### src/design/ppm_p6_pkg.sv
// ----------------------------------------------------------------------------
// ppm_p6_pkg
// Shared types and constants for the binary PPM (P6) stream parser.
// ----------------------------------------------------------------------------
`default_nettype none

package ppm_p6_pkg;

   // default limits
   localparam int MAX_DIM_DEF    = 4096;
   localparam int MAX_DIGITS_DEF = 10;

   // fixed width of the dimension fields in a result
   localparam int IMG_DIM_W = 13;

   // character codes
   localparam logic [7:0] CHAR_P   = 8'h50;
   localparam logic [7:0] CHAR_6   = 8'h36;
   localparam logic [7:0] DIGIT_LO = 8'h30;
   localparam logic [7:0] DIGIT_HI = 8'h39;
   localparam logic [7:0] ALPHA    = 8'hFF;
   localparam int         DEC_BASE = 10;

   // request kinds
   localparam logic KIND_DATA    = 1'b0;
   localparam logic KIND_RESTART = 1'b1;

   // result status codes
   localparam logic [1:0] ST_PIXEL  = 2'd0;
   localparam logic [1:0] ST_HEADER = 2'd1;
   localparam logic [1:0] ST_ERROR  = 2'd2;

   typedef struct packed {
      logic       kind;
      logic [7:0] data_byte;
   } req_type;

   typedef struct packed {
      logic [1:0]           status;
      logic [31:0]          pixel_word;
      logic [IMG_DIM_W-1:0] image_width;
      logic [IMG_DIM_W-1:0] image_height;
      logic                 last_pixel;
   } rsp_type;

   // result of one parse step
   typedef struct packed {
      logic    valid;
      rsp_type item;
   } res_type;

endpackage

`default_nettype wire

### src/design/ppm_p6_stream_to_argb.sv
// ----------------------------------------------------------------------------
// ppm_p6_stream_to_argb
// Binary PPM (P6) byte stream to ARGB pixel stream.
// ----------------------------------------------------------------------------
// One request is accepted every cycle while results are taken. A request is
// held in an input register, parsed in one pass of logic, and its result (if
// any) lands in the result register, so a byte's result passes through the
// input register and then the result register before it reaches the result
// channel. A stalled result holds the input register, which in turn holds off
// new requests; the result register is the single point that sets the rate. A
// header result carries width and height, each blue byte gives one 0xFF:R:G:B
// pixel, the final pixel has last_pixel set, and bad magic, empty or overlong
// fields and oversized dimensions give one error result, after which bytes are
// dropped until a restart request.
`default_nettype none

module ppm_p6_stream_to_argb #(
   parameter int MAX_DIM    = ppm_p6_pkg::MAX_DIM_DEF,
   parameter int MAX_DIGITS = ppm_p6_pkg::MAX_DIGITS_DEF
) (
   input  wire logic                clock,
   input  wire logic                reset,
   input  wire logic                req_valid,
   output      logic                req_ready,
   input  wire ppm_p6_pkg::req_type req_data,
   output      logic                rsp_valid,
   input  wire logic                rsp_ready,
   output      ppm_p6_pkg::rsp_type rsp_data
);
   import ppm_p6_pkg::*;

   logic    in_valid_ff, in_valid_in;
   req_type in_item_ff, in_item_in;
   logic    out_free;
   logic    step;
   logic    req_take;
   res_type res;

   // input register
   always_comb begin
      step      = in_valid_ff && out_free;
      req_ready = !in_valid_ff || step;
      req_take  = req_valid && req_ready;
      if (req_take) begin
         in_valid_in = 1'b1;
         in_item_in  = req_data;
      end else begin
         in_valid_in = in_valid_ff && !step;
         in_item_in  = in_item_ff;
      end
   end

   always_ff @(posedge clock) begin
      if (reset) begin
         in_valid_ff <= 1'b0;
      end else begin
         in_valid_ff <= in_valid_in;
      end
   end

   always_ff @(posedge clock) begin
      in_item_ff <= in_item_in;
   end

   // parse step
   ppm_p6_parser #(
      .MAX_DIM    (MAX_DIM),
      .MAX_DIGITS (MAX_DIGITS)
   ) u_parser (
      .clock (clock),
      .reset (reset),
      .step  (step),
      .item  (in_item_ff),
      .res   (res)
   );

   // result register
   ppm_p6_out_stage u_out (
      .clock     (clock),
      .reset     (reset),
      .step      (step),
      .res       (res),
      .rsp_ready (rsp_ready),
      .out_free  (out_free),
      .rsp_valid (rsp_valid),
      .rsp_data  (rsp_data)
   );

   // checks
   a_hold_stalled: assert property (@(posedge clock) disable iff (reset)
      in_valid_ff && !step |=> in_valid_ff && $stable(in_item_ff))
      else $error("stalled request lost or changed");

   a_reset_empty: assert property (@(posedge clock)
      reset |=> !rsp_valid && !in_valid_ff)
      else $error("result or request present after reset");

   a_pixel_alpha: assert property (@(posedge clock) disable iff (reset)
      rsp_valid && rsp_data.status == ST_PIXEL |-> rsp_data.pixel_word[31:24] == ALPHA)
      else $error("pixel without opaque alpha");

   a_error_clean: assert property (@(posedge clock) disable iff (reset)
      step && res.valid && res.item.status == ST_ERROR |=>
         rsp_valid && rsp_data.pixel_word == '0 && rsp_data.last_pixel == 1'b0)
      else $error("error result not delivered clean");

endmodule

`default_nettype wire

### src/design/ppm_p6_parser.sv
// ----------------------------------------------------------------------------
// ppm_p6_parser
// Header state machine, decimal field accumulator and pixel packer. One
// request is consumed per step and yields at most one result.
// ----------------------------------------------------------------------------
`default_nettype none

module ppm_p6_parser #(
   parameter int MAX_DIM    = ppm_p6_pkg::MAX_DIM_DEF,
   parameter int MAX_DIGITS = ppm_p6_pkg::MAX_DIGITS_DEF
) (
   input  wire logic                clock,
   input  wire logic                reset,
   input  wire logic                step,
   input  wire ppm_p6_pkg::req_type item,
   output      ppm_p6_pkg::res_type res
);
   import ppm_p6_pkg::*;

   localparam int DIM_W   = $clog2(MAX_DIM + 1);
   localparam int ACC_SAT = MAX_DIM + 1;
   localparam int ACC_W   = $clog2(MAX_DIM + 2);
   localparam int SUM_W   = ACC_W + 4;
   localparam int DC_W    = $clog2(MAX_DIGITS + 1);
   localparam int PIX_W   = 2 * DIM_W;

   typedef enum logic [9:0] {
      PH_MAGIC_P    = 10'b00_0000_0001,
      PH_MAGIC_6    = 10'b00_0000_0010,
      PH_SKIP       = 10'b00_0000_0100,
      PH_WIDTH      = 10'b00_0000_1000,
      PH_HEIGHT_BEG = 10'b00_0001_0000,
      PH_HEIGHT     = 10'b00_0010_0000,
      PH_MAXV_BEG   = 10'b00_0100_0000,
      PH_MAXV       = 10'b00_1000_0000,
      PH_PIXELS     = 10'b01_0000_0000,
      PH_IDLE       = 10'b10_0000_0000
   } phase_type;

   phase_type              phase_ff, phase_in;
   logic [ACC_W-1:0]       acc_ff, acc_in;
   logic [DC_W-1:0]        dcount_ff, dcount_in;
   logic [DIM_W-1:0]       width_ff, width_in;
   logic [DIM_W-1:0]       height_ff, height_in;
   logic [PIX_W-1:0]       pix_left_ff, pix_left_in;
   logic [1:0]             byte_sel_ff, byte_sel_in;
   logic [7:0]             red_ff, red_in;
   logic [7:0]             green_ff, green_in;

   logic                   is_digit;
   logic [3:0]             digit_val;
   logic [SUM_W-1:0]       acc_wide;
   logic [ACC_W-1:0]       acc_sat;
   logic                   acc_too_big;
   logic                   digits_full;
   logic [IMG_DIM_W-1:0]   width_out;
   logic [IMG_DIM_W-1:0]   height_out;

   // digit decode and multiply-by-ten accumulate with saturation
   always_comb begin
      is_digit    = item.data_byte inside {[DIGIT_LO:DIGIT_HI]};
      digit_val   = 4'(item.data_byte - DIGIT_LO);
      acc_wide    = SUM_W'(acc_ff) * SUM_W'(DEC_BASE) + SUM_W'(digit_val);
      acc_sat     = (acc_wide > SUM_W'(ACC_SAT)) ? ACC_W'(ACC_SAT) : acc_wide[ACC_W-1:0];
      acc_too_big = acc_ff > ACC_W'(MAX_DIM);
      digits_full = dcount_ff >= DC_W'(MAX_DIGITS);
      width_out   = IMG_DIM_W'(width_ff);
      height_out  = IMG_DIM_W'(height_ff);
   end

   // next state and result
   always_comb begin
      phase_in    = phase_ff;
      acc_in      = acc_ff;
      dcount_in   = dcount_ff;
      width_in    = width_ff;
      height_in   = height_ff;
      pix_left_in = pix_left_ff;
      byte_sel_in = byte_sel_ff;
      red_in      = red_ff;
      green_in    = green_ff;
      res         = '0;

      if (step) begin
         if (item.kind == KIND_RESTART) begin
            phase_in = PH_MAGIC_P;
         end else begin
            case (phase_ff)
               PH_MAGIC_P: begin
                  if (item.data_byte != CHAR_P) begin
                     phase_in          = PH_IDLE;
                     res.valid         = 1'b1;
                     res.item.status   = ST_ERROR;
                  end else begin
                     phase_in = PH_MAGIC_6;
                  end
               end
               PH_MAGIC_6: begin
                  if (item.data_byte != CHAR_6) begin
                     phase_in          = PH_IDLE;
                     res.valid         = 1'b1;
                     res.item.status   = ST_ERROR;
                  end else begin
                     phase_in = PH_SKIP;
                  end
               end
               PH_SKIP: begin
                  if (is_digit) begin
                     acc_in    = ACC_W'(digit_val);
                     dcount_in = DC_W'(1);
                     phase_in  = PH_WIDTH;
                  end
               end
               PH_WIDTH, PH_HEIGHT, PH_MAXV: begin
                  if (is_digit) begin
                     if (digits_full) begin
                        phase_in        = PH_IDLE;
                        res.valid       = 1'b1;
                        res.item.status = ST_ERROR;
                     end else begin
                        acc_in    = acc_sat;
                        dcount_in = dcount_ff + DC_W'(1);
                     end
                  end else if (phase_ff == PH_MAXV) begin
                     // header complete: size the pixel count
                     pix_left_in           = PIX_W'(width_ff) * PIX_W'(height_ff);
                     byte_sel_in           = 2'd0;
                     phase_in              = (width_ff == '0 || height_ff == '0) ?
                                             PH_IDLE : PH_PIXELS;
                     res.valid             = 1'b1;
                     res.item.status       = ST_HEADER;
                     res.item.image_width  = width_out;
                     res.item.image_height = height_out;
                  end else if (acc_too_big) begin
                     phase_in        = PH_IDLE;
                     res.valid       = 1'b1;
                     res.item.status = ST_ERROR;
                  end else if (phase_ff == PH_WIDTH) begin
                     width_in = DIM_W'(acc_ff);
                     phase_in = PH_HEIGHT_BEG;
                  end else begin
                     height_in = DIM_W'(acc_ff);
                     phase_in  = PH_MAXV_BEG;
                  end
               end
               PH_HEIGHT_BEG, PH_MAXV_BEG: begin
                  if (!is_digit) begin
                     phase_in        = PH_IDLE;
                     res.valid       = 1'b1;
                     res.item.status = ST_ERROR;
                  end else begin
                     acc_in    = ACC_W'(digit_val);
                     dcount_in = DC_W'(1);
                     phase_in  = (phase_ff == PH_HEIGHT_BEG) ? PH_HEIGHT : PH_MAXV;
                  end
               end
               PH_PIXELS: begin
                  if (byte_sel_ff == 2'd0) begin
                     red_in      = item.data_byte;
                     byte_sel_in = 2'd1;
                  end else if (byte_sel_ff == 2'd1) begin
                     green_in    = item.data_byte;
                     byte_sel_in = 2'd2;
                  end else begin
                     // blue byte completes a pixel
                     byte_sel_in           = 2'd0;
                     pix_left_in           = pix_left_ff - PIX_W'(1);
                     if (pix_left_ff == PIX_W'(1)) begin
                        phase_in = PH_IDLE;
                     end
                     res.valid             = 1'b1;
                     res.item.status       = ST_PIXEL;
                     res.item.pixel_word   = {ALPHA, red_ff, green_ff, item.data_byte};
                     res.item.image_width  = width_out;
                     res.item.image_height = height_out;
                     res.item.last_pixel   = (pix_left_ff == PIX_W'(1));
                  end
               end
               default: begin
                  phase_in = phase_ff;
               end
            endcase
         end
      end
   end

   // phase register
   always_ff @(posedge clock) begin
      if (reset) begin
         phase_ff <= PH_MAGIC_P;
      end else begin
         phase_ff <= phase_in;
      end
   end

   // parse data registers
   always_ff @(posedge clock) begin
      acc_ff      <= acc_in;
      dcount_ff   <= dcount_in;
      width_ff    <= width_in;
      height_ff   <= height_in;
      pix_left_ff <= pix_left_in;
      byte_sel_ff <= byte_sel_in;
      red_ff      <= red_in;
      green_ff    <= green_in;
   end

endmodule

`default_nettype wire

### src/design/ppm_p6_out_stage.sv
// ----------------------------------------------------------------------------
// ppm_p6_out_stage
// Result register holding one finished result until it is taken.
// ----------------------------------------------------------------------------
`default_nettype none

module ppm_p6_out_stage (
   input  wire logic                clock,
   input  wire logic                reset,
   input  wire logic                step,
   input  wire ppm_p6_pkg::res_type res,
   input  wire logic                rsp_ready,
   output      logic                out_free,
   output      logic                rsp_valid,
   output      ppm_p6_pkg::rsp_type rsp_data
);
   import ppm_p6_pkg::*;

   logic    valid_ff, valid_in;
   rsp_type data_ff, data_in;
   logic    load;

   // slot is free when empty or draining this cycle
   always_comb begin
      out_free = !valid_ff || rsp_ready;
      load     = step && res.valid;
      if (load) begin
         valid_in = 1'b1;
         data_in  = res.item;
      end else begin
         valid_in = valid_ff && !rsp_ready;
         data_in  = data_ff;
      end
   end

   always_ff @(posedge clock) begin
      if (reset) begin
         valid_ff <= 1'b0;
      end else begin
         valid_ff <= valid_in;
      end
   end

   always_ff @(posedge clock) begin
      data_ff <= data_in;
   end

   assign rsp_valid = valid_ff;
   assign rsp_data  = data_ff;

endmodule

`default_nettype wire

### config.mk
export PLATFORM = sky130hd
export DESIGN_NAME = ppm_p6_stream_to_argb
export DESIGN_NICKNAME = d
export VERILOG_FILES = /design/src/design/ppm_p6_pkg.sv /design/src/design/ppm_p6_stream_to_argb.sv /design/src/design/ppm_p6_parser.sv /design/src/design/ppm_p6_out_stage.sv
export SDC_FILE = /design/constraint.sdc
export NUM_CORES = 1
export LEC_CHECK = 0
export BUFFER_PORTS_ARGS = -buffer_cell sky130_fd_sc_hd__buf_4
export CAP_MARGIN = 0
export CORE_ASPECT_RATIO = 1.25
export CORE_MARGIN = 1
export CORE_UTILIZATION = 50
export CTS_CLUSTER_DIAMETER = 120
export DETAILED_ROUTE_END_ITERATION = 7
export GPL_TIMING_DRIVEN = 0
export PLACE_DENSITY = 0.67
export SETUP_SLACK_MARGIN = 0.1
export SLEW_MARGIN = 20
export SYNTH_ARGS = -nofsm -noshare
export SYNTH_HDL_FRONTEND = slang
export SYNTH_SLANG_ARGS = --single-unit
export TNS_END_PERCENT = 5
### constraint.sdc
create_clock -name clock -period 6.51 [get_ports clock]
set_clock_uncertainty 0.1 [all_clocks]
set_input_delay 1.302 -clock clock [delete_from_list [all_inputs] [get_ports clock]]
set_output_delay 1.302 -clock clock [all_outputs]
set_load 0.01 [all_outputs]
==> flow_summary.html, run 1 <==
<table>
<tr><th>Metric</th><th>Value</th></tr>
<tr><th colspan="2">Finish</th></tr>
<tr><td>Fraction of layout cells with a size suffix above 1</td><td>0.1055</td></tr>
<tr><td>Finished layout cell area</td><td>15240 sq um</td></tr>
<tr><td>Nets@finish</td><td>1645</td></tr>
<tr><td>Leading cell type in the layout, fill and taps excluded</td><td>sky130_fd_sc_hd__inv_1</td></tr>
<tr><td>Synth-to-layout area growth</td><td>13.57%</td></tr>
<tr><td>Leading cell types in the layout, fill and taps excluded</td><td>188 x sky130_fd_sc_hd__inv_1, 150 x sky130_fd_sc_hd__edfxtp_1, 141 x sky130_fd_sc_hd__and2_1</td></tr>
<tr><th colspan="2">Yosys</th></tr>
<tr><td>Count of flip-flops with a built-in enable after synthesis</td><td>150</td></tr>
<tr><td>Combined area of all synthesized cells</td><td>13420 sq um</td></tr>
<tr><td>Net count of the mapped netlist</td><td>1541</td></tr>
<tr><td>Mean area per synthesized cell</td><td>10.28 sq um</td></tr>
<tr><td>Cell type with the highest aggregate area in the netlist</td><td>sky130_fd_sc_hd__edfxtp_1</td></tr>
<tr><td>Netlist cell types</td><td>70</td></tr>
<tr><td>Flip-flop and latch count after synthesis</td><td>162</td></tr>
<tr><td>Ranking of synthesized cells by area</td><td>sky130_fd_sc_hd__edfxtp_1 34%, sky130_fd_sc_hd__fa_1 18%, sky130_fd_sc_hd__ha_1 9.3%, sky130_fd_sc_hd__and2_1 6.6%, sky130_fd_sc_hd__inv_1 5.3%</td></tr>
<tr><td>Part of the Yosys area used for sequential elements</td><td>0.3535</td></tr>
<tr><td>Synth Flop Type</td><td>sky130_fd_sc_hd__edfxtp_1</td></tr>
<tr><td>Synthesis warning total</td><td>0</td></tr>
<tr><td>Post-synth ARST share</td><td>0</td></tr>
<tr><td>Cells after Synth</td><td>1305</td></tr>
<tr><td>Area share of the largest cell type after synthesis</td><td>0.3356</td></tr>
<tr><th colspan="2">Power</th></tr>
<tr><td>Static Leakage</td><td>7.055 nW</td></tr>
<tr><td>Cell area power density</td><td>146.4 nW/um^2</td></tr>
<tr><td>Worst vdd ir</td><td>162.1 uV</td></tr>
<tr><th colspan="2">Routing</th></tr>
<tr><td>Total number of vias</td><td>9479</td></tr>
<tr><td>Routed wire length</td><td>30390 um</td></tr>
<tr><td>Post-detailed-route count of antenna-violating nets</td><td>0</td></tr>
<tr><td>Residual DRC count</td><td>0</td></tr>
<tr><td>DRC violation total after the first TritonRoute iteration</td><td>436</td></tr>
<tr><td>Average routed wire per standard cell</td><td>17.24 um</td></tr>
<tr><td>Count of TritonRoute iterations in the first routing pass</td><td>5</td></tr>
<tr><td>Detail-routed via count per cell</td><td>5.377</td></tr>
<tr><th colspan="2">Clocking</th></tr>
<tr><td>CTS clk-pin slew, worst paths</td><td>0.08 ns</td></tr>
<tr><td>Number of buffers on the longest clock path</td><td>2</td></tr>
<tr><td>Clock network latency to the later pin of the worst-skew pair</td><td>0.44 ns</td></tr>
<tr><td>Number of levels in the clock H-tree</td><td>4</td></tr>
<tr><td>Clock tree root buffer cell</td><td>sky130_fd_sc_hd__clkbuf_16</td></tr>
<tr><td>TritonCTS clock tree</td><td>yes</td></tr>
<tr><td>TritonCTS Sinks</td><td>162</td></tr>
<tr><td>Clock buffer count from CTS</td><td>17</td></tr>
<tr><th colspan="2">Global route</th></tr>
<tr><td>GRT Total Usage</td><td>0.2379</td></tr>
<tr><td>Antenna violations before repair</td><td>0</td></tr>
<tr><td>Largest net degree at the start of global routing</td><td>30</td></tr>
<tr><td>Overflow after GRT</td><td>0</td></tr>
<tr><td>Vias in the first global route</td><td>9916</td></tr>
<tr><td>Wire length of the first global-routing pass</td><td>50030 um</td></tr>
<tr><th colspan="2">Floorplanning</th></tr>
<tr><td>Area of the die</td><td>27500 sq um</td></tr>
<tr><td>Starting utilization of the core area</td><td>0.5127</td></tr>
<tr><td>Die H</td><td>185.2 um</td></tr>
<tr><td>Standard-cell row count</td><td>66</td></tr>
<tr><td>Width of the die</td><td>148.5 um</td></tr>
<tr><td>Core Region</td><td>26180 sq um</td></tr>
<tr><td>I/O pin count</td><td>76</td></tr>
<tr><th colspan="2">STA</th></tr>
<tr><td>Tightest Pin Transition</td><td>0.7898 ns</td></tr>
<tr><td>Unrepaired setup endpoints after global routing</td><td>yes</td></tr>
<tr><td>Final setup slack of the worst path</td><td>0.2757 ns</td></tr>
<tr><td>Min Tclk post-route</td><td>6.234 ns</td></tr>
<tr><td>F_max</td><td>160.4 MHz</td></tr>
<tr><td>Headroom to the max-slew limit</td><td>0.4724</td></tr>
<tr><td>Total count of max-transition violations in the final report</td><td>0</td></tr>
<tr><td>Final cycle utilization of the critical path</td><td>0.9576</td></tr>
<tr><td>Worst hold slack after final layout</td><td>0.4247 ns</td></tr>
<tr><td>Fin. Hold Viols</td><td>0</td></tr>
<tr><td>Final setup viols</td><td>0</td></tr>
<tr><th colspan="2">Critical path</th></tr>
<tr><td>Startpoint-to-endpoint class of the critical path</td><td>register to register</td></tr>
<tr><td>CP endpoint kind</td><td>register</td></tr>
<tr><td>Required time reported for the critical path endpoint</td><td>6.59 ns</td></tr>
<tr><td>Data arrival time of the critical path</td><td>6.32 ns</td></tr>
<tr><td>CP startpoint kind</td><td>register</td></tr>
<tr><td>Largest fanout of any net on the critical path</td><td>10</td></tr>
<tr><th colspan="2">Worst hold path</th></tr>
<tr><td>Type of the tightest min-delay check</td><td>register to register</td></tr>
<tr><th colspan="2">Placement</th></tr>
<tr><td>IO Port Bufs</td><td>75</td></tr>
<tr><td>Area post-placement</td><td>14560 sq um</td></tr>
<tr><td>Setup slack after placement</td><td>0.2727 ns</td></tr>
<tr><td>Final Wtd Congestion</td><td>0.9374</td></tr>
<tr><td>Detailed placement HPWL</td><td>24210 um</td></tr>
<tr><th colspan="2">Run status</th></tr>
<tr><td>Run status</td><td>completed</td></tr>
<tr><th colspan="2">Flow run</th></tr>
<tr><td>Max-Cap Viols</td><td>0</td></tr>
</table>
==> cells by family (layout without fill, tap and decap cells) <==
kind of cell | count (synthesis) | in the layout | synth area share
other | 0 | 1 | 0
flip-flops | 162 | 162 | 0.3535
buffers and inverters | 237 | 354 | 0.06825
multiplexers | 6 | 6 | 0.004848
XOR/XNOR | 61 | 61 | 0.03981
adder cells (fa/ha/maj) | 223 | 223 | 0.2767
AND/OR/NAND/NOR | 468 | 468 | 0.1857
AO/OA/AOI/OAI | 148 | 148 | 0.07114
==> registers in the layout (all words and copies together), names as in the netlist <==
signal                flops
u_parser.green_ff         8
u_parser.height_ff       13
u_parser.byte_sel_ff      2
in_valid_ff               1
u_parser.pix_left_ff     26
u_out.rsp_valid           1
u_parser.width_ff        13
u_parser.dcount_ff        4
u_parser.acc_ff          13
u_parser.red_ff           8
u_parser.phase_ff        10
u_out.rsp_data           54
in_item_ff                9
==> final timing paths <==
path / startpoint / endpoint / slack [ns] / cells after the start
worst max-delay path: u_parser.height_ff[6] / u_parser.pix_left_ff[23] / 0.28 / 20
worst min-delay path: u_parser.phase_ff[0] / u_parser.phase_ff[0] / 0.42 / 1
worst max register to register: u_parser.height_ff[6] / u_parser.pix_left_ff[23] / 0.28 / 20
worst min register to register: u_parser.phase_ff[0] / u_parser.phase_ff[0] / 0.42 / 1
==> critical path: stages (launching register included) <==
cell and delay (ns):
sky130_fd_sc_hd__edfxtp_1 0.57, sky130_fd_sc_hd__clkbuf_1 0.51, sky130_fd_sc_hd__nand2_1 0.17, sky130_fd_sc_hd__fa_1 0.56, sky130_fd_sc_hd__inv_1 0.05, sky130_fd_sc_hd__fa_1 0.52
sky130_fd_sc_hd__fa_1 0.44, sky130_fd_sc_hd__fa_1 0.54, sky130_fd_sc_hd__inv_1 0.06, sky130_fd_sc_hd__fa_1 0.53, sky130_fd_sc_hd__inv_1 0.04, sky130_fd_sc_hd__ha_1 0.37
sky130_fd_sc_hd__a21o_1 0.22, sky130_fd_sc_hd__a21o_1 0.19, sky130_fd_sc_hd__a21o_1 0.21, sky130_fd_sc_hd__a21oi_1 0.16, sky130_fd_sc_hd__o21a_1 0.17, sky130_fd_sc_hd__o21ai_0 0.10
sky130_fd_sc_hd__a21oi_1 0.18, sky130_fd_sc_hd__xor2_1 0.21, sky130_fd_sc_hd__o21ai_0 0.11
==> cell usage after synthesis, types with 8 or more instances <==
library cell and count:
sky130_fd_sc_hd__a21o_1 19, sky130_fd_sc_hd__a21oi_1 42, sky130_fd_sc_hd__a31oi_1 8, sky130_fd_sc_hd__and2_1 141, sky130_fd_sc_hd__and3_1 9, sky130_fd_sc_hd__clkbuf_1 42
sky130_fd_sc_hd__dfxtp_1 12, sky130_fd_sc_hd__edfxtp_1 150, sky130_fd_sc_hd__fa_1 123, sky130_fd_sc_hd__ha_1 100, sky130_fd_sc_hd__inv_1 188, sky130_fd_sc_hd__nand2_1 138
sky130_fd_sc_hd__nand2b_1 8, sky130_fd_sc_hd__nand3_1 18, sky130_fd_sc_hd__nand4_1 9, sky130_fd_sc_hd__nor2_1 51, sky130_fd_sc_hd__nor2b_1 13, sky130_fd_sc_hd__nor3_1 25
sky130_fd_sc_hd__nor4_1 18, sky130_fd_sc_hd__o21ai_0 31, sky130_fd_sc_hd__xnor2_1 29, sky130_fd_sc_hd__xor2_1 32
==> where the power goes <==
| part | internal, mW | switching (mW) | leakage [nW] | total [mW] |
|---|---|---|---|---|
| clock | 0.536 | 0.505 | 0.308 | 1.04 |
| sequential | 1.13 | 0.00727 | 1.69 | 1.14 |
| combinational | 0.0219 | 0.0289 | 5.06 | 0.0508 |
==> layout make-up <==
class / instances / area [sq um]
Sequential cell: 162 / 4745
Clock buffer: 17 / 425.4
Tap cell: 340 / 425.4
Inverter: 188 / 705.7
Fill cell: 2250 / 10940
Timing Repair Buffer: 85 / 695.7
Multi-Input combinational cell: 906 / 7802
Antenna cell: 1 / 2.502
Clock inverter: 15 / 224.0
Buffer: 49 / 216.5
==> per-stage QoR <==
step                      TNS, ns  total power [mW]  utilization  instances
final                           0             2.231       0.5823       1763
after global routing            0             2.294       0.5822       1762
after CTS                       0             2.252       0.5812       1760
after detailed placement        0             1.214       0.5564       1728
after global placement     -24.34             1.211       0.5504       1720
after floorplan                 0             1.189            -       1305
==> routing by layer <==
layer,part of all wire,vias to the layer above,global-route usage,wire [um]
met3,0.037,49,0.03227,1130
met2,0.53,188,0.4359,16100
li1,-,4561,-,-
met4,0.021,0,0.07753,646
met1,0.41,4681,0.2855,12520
met5,0,-,0,0
==> repair_timing <==
item	CTS	global route
resized for setup	0	9
hold buffers	0	0
setup buffers	0	2
setup endpoints to repair	0	6
Note: power is estimated with default switching activity, not from simulation.
==> run 2: changes to the inputs <==
BUFFER_PORTS_ARGS = -buffer_cell sky130_fd_sc_hd__buf_2   (was -buffer_cell sky130_fd_sc_hd__buf_4)
==> flow_summary.html, run 2 (synthesis gave the netlist of run 1 again) <==
<table>
<tr><th>Metric</th><th>Value</th></tr>
<tr><th colspan="2">Run status</th></tr>
<tr><td>Run status</td><td>completed</td></tr>
<tr><th colspan="2">Global route</th></tr>
<tr><td>Vias in the first global route</td><td>9851</td></tr>
<tr><td>Largest net degree at the start of global routing</td><td>31</td></tr>
<tr><td>Antenna violations before repair</td><td>0</td></tr>
<tr><td>Wire length of the first global-routing pass</td><td>49940 um</td></tr>
<tr><td>GRT Total Usage</td><td>0.2389</td></tr>
<tr><td>Overflow after GRT</td><td>0</td></tr>
<tr><th colspan="2">Critical path</th></tr>
<tr><td>CP endpoint kind</td><td>register</td></tr>
<tr><td>Startpoint-to-endpoint class of the critical path</td><td>register to register</td></tr>
<tr><td>Largest fanout of any net on the critical path</td><td>10</td></tr>
<tr><td>CP startpoint kind</td><td>register</td></tr>
<tr><td>Data arrival time of the critical path</td><td>6.26 ns</td></tr>
<tr><td>Required time reported for the critical path endpoint</td><td>6.58 ns</td></tr>
<tr><th colspan="2">STA</th></tr>
<tr><td>Unrepaired setup endpoints after global routing</td><td>no</td></tr>
<tr><td>Final setup slack of the worst path</td><td>0.3275 ns</td></tr>
<tr><td>Min Tclk post-route</td><td>6.183 ns</td></tr>
<tr><td>Final cycle utilization of the critical path</td><td>0.9497</td></tr>
<tr><td>Fin. Hold Viols</td><td>0</td></tr>
<tr><td>Headroom to the max-slew limit</td><td>0.4336</td></tr>
<tr><td>Worst hold slack after final layout</td><td>0.4206 ns</td></tr>
<tr><td>Tightest Pin Transition</td><td>0.8479 ns</td></tr>
<tr><td>F_max</td><td>161.7 MHz</td></tr>
<tr><td>Final setup viols</td><td>0</td></tr>
<tr><td>Total count of max-transition violations in the final report</td><td>0</td></tr>
<tr><th colspan="2">Routing</th></tr>
<tr><td>Post-detailed-route count of antenna-violating nets</td><td>0</td></tr>
<tr><td>Average routed wire per standard cell</td><td>17.57 um</td></tr>
<tr><td>Count of TritonRoute iterations in the first routing pass</td><td>5</td></tr>
<tr><td>Routed wire length</td><td>30920 um</td></tr>
<tr><td>Detail-routed via count per cell</td><td>5.403</td></tr>
<tr><td>Total number of vias</td><td>9510</td></tr>
<tr><td>Residual DRC count</td><td>0</td></tr>
<tr><td>DRC violation total after the first TritonRoute iteration</td><td>418</td></tr>
<tr><th colspan="2">Flow run</th></tr>
<tr><td>Max-Cap Viols</td><td>0</td></tr>
<tr><th colspan="2">Clocking</th></tr>
<tr><td>TritonCTS Sinks</td><td>162</td></tr>
<tr><td>Number of levels in the clock H-tree</td><td>4</td></tr>
<tr><td>Clock network latency to the later pin of the worst-skew pair</td><td>0.45 ns</td></tr>
<tr><td>Clock tree root buffer cell</td><td>sky130_fd_sc_hd__clkbuf_16</td></tr>
<tr><td>TritonCTS clock tree</td><td>yes</td></tr>
<tr><td>CTS clk-pin slew, worst paths</td><td>0.08 ns</td></tr>
<tr><td>Clock buffer count from CTS</td><td>17</td></tr>
<tr><td>Number of buffers on the longest clock path</td><td>2</td></tr>
<tr><th colspan="2">Finish</th></tr>
<tr><td>Share of the core filled with cells</td><td>0.5740</td></tr>
<tr><td>Fraction of layout cells with a size suffix above 1</td><td>0.1056</td></tr>
<tr><td>Leading cell type in the layout, fill and taps excluded</td><td>sky130_fd_sc_hd__inv_1</td></tr>
<tr><td>Synth-to-layout area growth</td><td>11.96%</td></tr>
<tr><td>Filler Cells Inserted</td><td>2280</td></tr>
<tr><td>Antenna Cells</td><td>0</td></tr>
<tr><td>Nets@finish</td><td>1643</td></tr>
<tr><td>Max FFs per register</td><td>54</td></tr>
<tr><td>Leading cell types in the layout, fill and taps excluded</td><td>188 x sky130_fd_sc_hd__inv_1, 150 x sky130_fd_sc_hd__edfxtp_1, 141 x sky130_fd_sc_hd__and2_1</td></tr>
<tr><th colspan="2">Worst hold path</th></tr>
<tr><td>Type of the tightest min-delay check</td><td>register to register</td></tr>
<tr><th colspan="2">Power</th></tr>
<tr><td>Cell area power density</td><td>147.6 nW/um^2</td></tr>
<tr><td>Static Leakage</td><td>7.025 nW</td></tr>
<tr><td>Overall power after layout</td><td>2.218 mW</td></tr>
<tr><td>Worst vdd ir</td><td>160.6 uV</td></tr>
<tr><th colspan="2">Floorplanning</th></tr>
<tr><td>Die H</td><td>185.2 um</td></tr>
<tr><td>I/O pin count</td><td>76</td></tr>
<tr><td>Area of the die</td><td>27500 sq um</td></tr>
<tr><td>Standard-cell row count</td><td>66</td></tr>
<tr><td>Core Region</td><td>26180 sq um</td></tr>
<tr><td>Starting utilization of the core area</td><td>0.5127</td></tr>
<tr><td>Width of the die</td><td>148.5 um</td></tr>
<tr><th colspan="2">Placement</th></tr>
<tr><td>IO Port Bufs</td><td>75</td></tr>
<tr><td>Setup slack after placement</td><td>0.2368 ns</td></tr>
<tr><td>Final Wtd Congestion</td><td>0.9377</td></tr>
<tr><td>Detailed placement HPWL</td><td>24320 um</td></tr>
</table>
==> run 2: cell types whose count changed in the layout (fill, tap and decap cells not counted) <==
cell	previous run	this run
sky130_fd_sc_hd__inv_12	3	1
sky130_fd_sc_hd__clkbuf_2	5	7
sky130_fd_sc_hd__inv_6	1	2
sky130_fd_sc_hd__clkinvlp_4	0	1
sky130_fd_sc_hd__buf_2	1	76
sky130_fd_sc_hd__clkbuf_1	37	34
sky130_fd_sc_hd__buf_4	87	10
sky130_fd_sc_hd__buf_1	0	1
sky130_fd_sc_hd__clkinv_4	1	0
sky130_fd_sc_hd__inv_8	1	2
sky130_fd_sc_hd__diode_2	1	0
==> run 2: through the flow <==
step | area, sq um | instances | setup TNS (ns)
2_1_floorplan | 13420 | 1305 | 0
3_3_place_gp | 14220 | 1720 | -23.96
3_5_place_dp | 14380 | 1728 | 0
4_1_cts | 15010 | 1760 | 0
5_1_grt | 15030 | 1760 | 0
6_report | 15030 | 1760 | 0
==> run 2: final cells by class <==
type	instances	area, sq um	area share
clock buffers	17	425.4	0.02831
inverters	188	705.7	0.04696
well taps	340	425.4	0.02831
repair buffers	83	493.0	0.03281
multi-input cells	906	7802	0.5193
clock inverters	15	210.2	0.01399
flip-flops and latches	162	4745	0.3158
plain buffers	49	219.0	0.01457
==> run 2: what timing repair did <==
action                     in CTS  in global routing
setup buffers                   0                  0
setup endpoints to repair       0                  7
resized for setup               0                 14
hold buffers                    0                  0
==> run 2: where the power goes <==
group          switching, mW  total, mW  internal (mW)
combinational         0.0296     0.0482         0.0185
sequential           0.00743       1.14           1.13
clock                  0.502       1.03          0.528
==> run 2: final timing paths <==
path | startpoint | to | slack, ns | cells past startpoint
setup reg to reg | u_parser.width_ff[2] | u_parser.pix_left_ff[21] | 0.33 | 17
setup / recovery | u_parser.width_ff[2] | u_parser.pix_left_ff[21] | 0.33 | 17
hold / removal | u_parser.green_ff[3] | u_out.rsp_data[38] | 0.42 | 1
hold reg to reg | u_parser.green_ff[3] | u_out.rsp_data[38] | 0.42 | 1
==> run 2: routing by layer <==
layer	wire [um]	up-vias	share of wire	track usage
li1	-	4559	-	-
met2	16090	186	0.52	0.4321
met1	12870	4709	0.42	0.2874
met3	1016	56	0.033	0.03128
met5	0	-	0	0
met4	946	0	0.031	0.09031
==> run 2: worst max-delay path, cell delays in order (launching register included) <==
cell and delay [ns]:
sky130_fd_sc_hd__edfxtp_1 0.59, sky130_fd_sc_hd__clkbuf_1 0.48, sky130_fd_sc_hd__and2_1 0.23, sky130_fd_sc_hd__fa_1 0.46, sky130_fd_sc_hd__fa_1 0.53, sky130_fd_sc_hd__fa_1 0.53
sky130_fd_sc_hd__fa_1 0.54, sky130_fd_sc_hd__inv_1 0.06, sky130_fd_sc_hd__fa_1 0.55, sky130_fd_sc_hd__inv_1 0.05, sky130_fd_sc_hd__ha_1 0.36, sky130_fd_sc_hd__and3_1 0.24
sky130_fd_sc_hd__and3_1 0.21, sky130_fd_sc_hd__a31oi_2 0.30, sky130_fd_sc_hd__nand3b_1 0.18, sky130_fd_sc_hd__a21oi_1 0.09, sky130_fd_sc_hd__xnor2_1 0.29, sky130_fd_sc_hd__o21ai_0 0.12
==> run 3: changes to the inputs <==
BUFFER_PORTS_ARGS = not set   (was -buffer_cell sky130_fd_sc_hd__buf_2)
DONT_BUFFER_PORTS = 1   (was not set)
PLACE_DENSITY = not set   (was 0.67)
==> flow_summary.html, run 3 (synthesis gave the netlist of run 1 again) <==
<table>
<tr><th>Metric</th><th>Value</th></tr>
<tr><th colspan="2">Floorplanning</th></tr>
<tr><td>I/O pin count</td><td>76</td></tr>
<tr><td>Core Region</td><td>26180 sq um</td></tr>
<tr><td>Area of the die</td><td>27500 sq um</td></tr>
<tr><td>Width of the die</td><td>148.5 um</td></tr>
<tr><td>Starting utilization of the core area</td><td>0.5127</td></tr>
<tr><td>Standard-cell row count</td><td>66</td></tr>
<tr><td>Die H</td><td>185.2 um</td></tr>
<tr><th colspan="2">STA</th></tr>
<tr><td>Final cycle utilization of the critical path</td><td>0.9475</td></tr>
<tr><td>Post-route setup TNS</td><td>0 ns</td></tr>
<tr><td>Unrepaired setup endpoints after global routing</td><td>yes</td></tr>
<tr><td>F_max</td><td>162.1 MHz</td></tr>
<tr><td>Fin. Hold Viols</td><td>0</td></tr>
<tr><td>Final setup viols</td><td>0</td></tr>
<tr><td>Tightest Pin Transition</td><td>0.7882 ns</td></tr>
<tr><td>Final setup slack of the worst path</td><td>0.3421 ns</td></tr>
<tr><td>Total count of max-transition violations in the final report</td><td>0</td></tr>
<tr><td>Headroom to the max-slew limit</td><td>0.4722</td></tr>
<tr><td>Worst hold slack after final layout</td><td>0.4210 ns</td></tr>
<tr><td>Min Tclk post-route</td><td>6.168 ns</td></tr>
<tr><th colspan="2">Clocking</th></tr>
<tr><td>Clock tree root buffer cell</td><td>sky130_fd_sc_hd__clkbuf_16</td></tr>
<tr><td>Number of buffers on the longest clock path</td><td>2</td></tr>
<tr><td>Clock network latency to the later pin of the worst-skew pair</td><td>0.44 ns</td></tr>
<tr><td>Number of levels in the clock H-tree</td><td>4</td></tr>
<tr><td>CTS clk-pin slew, worst paths</td><td>0.08 ns</td></tr>
<tr><td>Clock buffer count from CTS</td><td>17</td></tr>
<tr><td>TritonCTS Sinks</td><td>162</td></tr>
<tr><td>TritonCTS clock tree</td><td>yes</td></tr>
<tr><th colspan="2">Global route</th></tr>
<tr><td>Antenna violations before repair</td><td>0</td></tr>
<tr><td>Overflow after GRT</td><td>0</td></tr>
<tr><td>GRT Total Usage</td><td>0.2424</td></tr>
<tr><td>Vias in the first global route</td><td>9609</td></tr>
<tr><td>Wire length of the first global-routing pass</td><td>50130 um</td></tr>
<tr><td>Largest net degree at the start of global routing</td><td>31</td></tr>
<tr><th colspan="2">Placement</th></tr>
<tr><td>IO Port Bufs</td><td>0</td></tr>
<tr><td>Detailed placement HPWL</td><td>24890 um</td></tr>
<tr><td>Setup slack after placement</td><td>0.05217 ns</td></tr>
<tr><td>Area post-placement</td><td>14000 sq um</td></tr>
<tr><td>Final Wtd Congestion</td><td>0.9096</td></tr>
<tr><th colspan="2">Critical path</th></tr>
<tr><td>Critical register-to-register path startpoint</td><td>u_parser.width_ff[1]</td></tr>
<tr><td>Data arrival time of the critical path</td><td>6.23 ns</td></tr>
<tr><td>Reg-to-reg setup timing slack</td><td>0.34 ns</td></tr>
<tr><td>Required time reported for the critical path endpoint</td><td>6.58 ns</td></tr>
<tr><td>Number of cells on the worst reg-to-reg path</td><td>19</td></tr>
<tr><td>CP startpoint kind</td><td>register</td></tr>
<tr><td>Largest fanout of any net on the critical path</td><td>10</td></tr>
<tr><td>Worst flop-to-flop path endpoint</td><td>u_parser.pix_left_ff[16]</td></tr>
<tr><td>Startpoint-to-endpoint class of the critical path</td><td>register to register</td></tr>
<tr><td>CP endpoint kind</td><td>register</td></tr>
<tr><th colspan="2">Power</th></tr>
<tr><td>Static Leakage</td><td>6.701 nW</td></tr>
<tr><td>Cell area power density</td><td>151.8 nW/um^2</td></tr>
<tr><td>Worst vdd ir</td><td>178.3 uV</td></tr>
<tr><th colspan="2">Finish</th></tr>
<tr><td>Antenna Cells</td><td>0</td></tr>
<tr><td>Max FFs per register</td><td>54</td></tr>
<tr><td>Leading cell types in the layout, fill and taps excluded</td><td>188 x sky130_fd_sc_hd__inv_1, 150 x sky130_fd_sc_hd__edfxtp_1, 141 x sky130_fd_sc_hd__and2_1</td></tr>
<tr><td>Leading cell type in the layout, fill and taps excluded</td><td>sky130_fd_sc_hd__inv_1</td></tr>
<tr><td>Finished layout cell area</td><td>14690 sq um</td></tr>
<tr><td>Fraction of layout cells with a size suffix above 1</td><td>0.06464</td></tr>
<tr><td>Nets@finish</td><td>1569</td></tr>
<tr><td>Synth-to-layout area growth</td><td>9.444%</td></tr>
<tr><th colspan="2">Flow run</th></tr>
<tr><td>Max-Cap Viols</td><td>0</td></tr>
<tr><th colspan="2">Routing</th></tr>
<tr><td>Routed wire length</td><td>31430 um</td></tr>
<tr><td>Residual DRC count</td><td>0</td></tr>
<tr><td>DRC violation total after the first TritonRoute iteration</td><td>315</td></tr>
<tr><td>Average routed wire per standard cell</td><td>18.64 um</td></tr>
<tr><td>Total number of vias</td><td>9207</td></tr>
<tr><td>Detail-routed via count per cell</td><td>5.461</td></tr>
<tr><td>Count of TritonRoute iterations in the first routing pass</td><td>4</td></tr>
<tr><td>Post-detailed-route count of antenna-violating nets</td><td>0</td></tr>
<tr><th colspan="2">Run status</th></tr>
<tr><td>Run status</td><td>completed</td></tr>
<tr><th colspan="2">Worst hold path</th></tr>
<tr><td>Type of the tightest min-delay check</td><td>register to register</td></tr>
<tr><td>Start point of the worst hold path</td><td>u_parser.phase_ff[0]</td></tr>
<tr><td>Worst Hold Path Cells</td><td>1</td></tr>
<tr><td>Endpoint of the worst hold path</td><td>u_parser.phase_ff[0]</td></tr>
</table>
[run 3: changes by cell type in the layout (fill, tap and decap cells not counted), sizes merged]
cell,before,now
inv,193,194
clkinvlp,1,0
buf,91,16
clkbuf,58,59
[run 3: cell type report]
| cell class | instances | area (sq um) |
|---|---|---|
| Timing Repair Buffer | 9 | 125.1 |
| Tap cell | 340 | 425.4 |
| Clock buffer | 17 | 425.4 |
| Multi-Input combinational cell | 906 | 7806 |
| Fill cell | 2342 | 11490 |
| Clock inverter | 15 | 224.0 |
| Buffer | 49 | 231.5 |
| Sequential cell | 162 | 4745 |
| Inverter | 188 | 705.7 |
[run 3: routing by layer]
layer	vias up	routed length [um]	global-route usage
li1	4403	-	-
met1	4559	12860	0.2864
met2	195	16580	0.4394
met3	50	1106	0.03202
met4	0	887	0.1019
met5	-	0	0
[run 3: metrics by stage]
step,total power [mW],util,cells
2_1_floorplan,1.189,-,1305
3_3_place_gp,1.202,0.5289,1645
3_5_place_dp,1.205,0.5348,1653
4_1_cts,2.251,0.5598,1685
5_1_grt,2.291,0.5611,1686
6_report,2.229,0.5611,1686
[run 3: worst max path at each step]
stage / start / end / slack, ns / cells after the start
after floorplan: u_parser.width_ff[5] / u_parser.pix_left_ff[18] / 0.96 / 20
after global placement: rsp_ready / u_out.rsp_data[19] / -0.43 / 7
after detailed placement: u_parser.width_ff[1] / u_parser.pix_left_ff[19] / 0.05 / 18
after CTS: u_parser.width_ff[5] / u_parser.pix_left_ff[16] / 0.11 / 19
after global routing: u_parser.width_ff[6] / u_parser.pix_left_ff[25] / 0.07 / 20
final: u_parser.width_ff[1] / u_parser.pix_left_ff[16] / 0.34 / 19
[run 3: worst max-delay path, stage by stage (launching register included)]
cell	delay [ns]
sky130_fd_sc_hd__edfxtp_1	0.55
sky130_fd_sc_hd__clkbuf_2	0.32
sky130_fd_sc_hd__and2_1	0.25
sky130_fd_sc_hd__fa_1	0.53
sky130_fd_sc_hd__inv_1	0.05
sky130_fd_sc_hd__fa_1	0.54
sky130_fd_sc_hd__inv_1	0.05
sky130_fd_sc_hd__ha_1	0.28
sky130_fd_sc_hd__ha_1	0.31
sky130_fd_sc_hd__ha_1	0.29
sky130_fd_sc_hd__ha_1	0.23
sky130_fd_sc_hd__fa_1	0.41
sky130_fd_sc_hd__a21o_1	0.17
sky130_fd_sc_hd__a21oi_1	0.25
sky130_fd_sc_hd__o21bai_1	0.13
sky130_fd_sc_hd__a2111o_1	0.49
sky130_fd_sc_hd__a31o_2	0.24
sky130_fd_sc_hd__a21oi_2	0.23
sky130_fd_sc_hd__xor2_1	0.33
sky130_fd_sc_hd__a21oi_1	0.13
[run 3: what timing repair did]
action | 4_1_cts | 5_1_grt
endpoints found under the setup margin | 5 | 10
resized for setup | 4 | 26
buffers inserted | 0 | 1
hold buffers | 0 | 0
[run 3: power by group]
part,leakage [nW],total (mW),internal [mW],switching (mW)
logic,4.71,0.0397,0.0142,0.0255
clock network,0.309,1.05,0.537,0.511
registers,1.69,1.14,1.13,0.00914
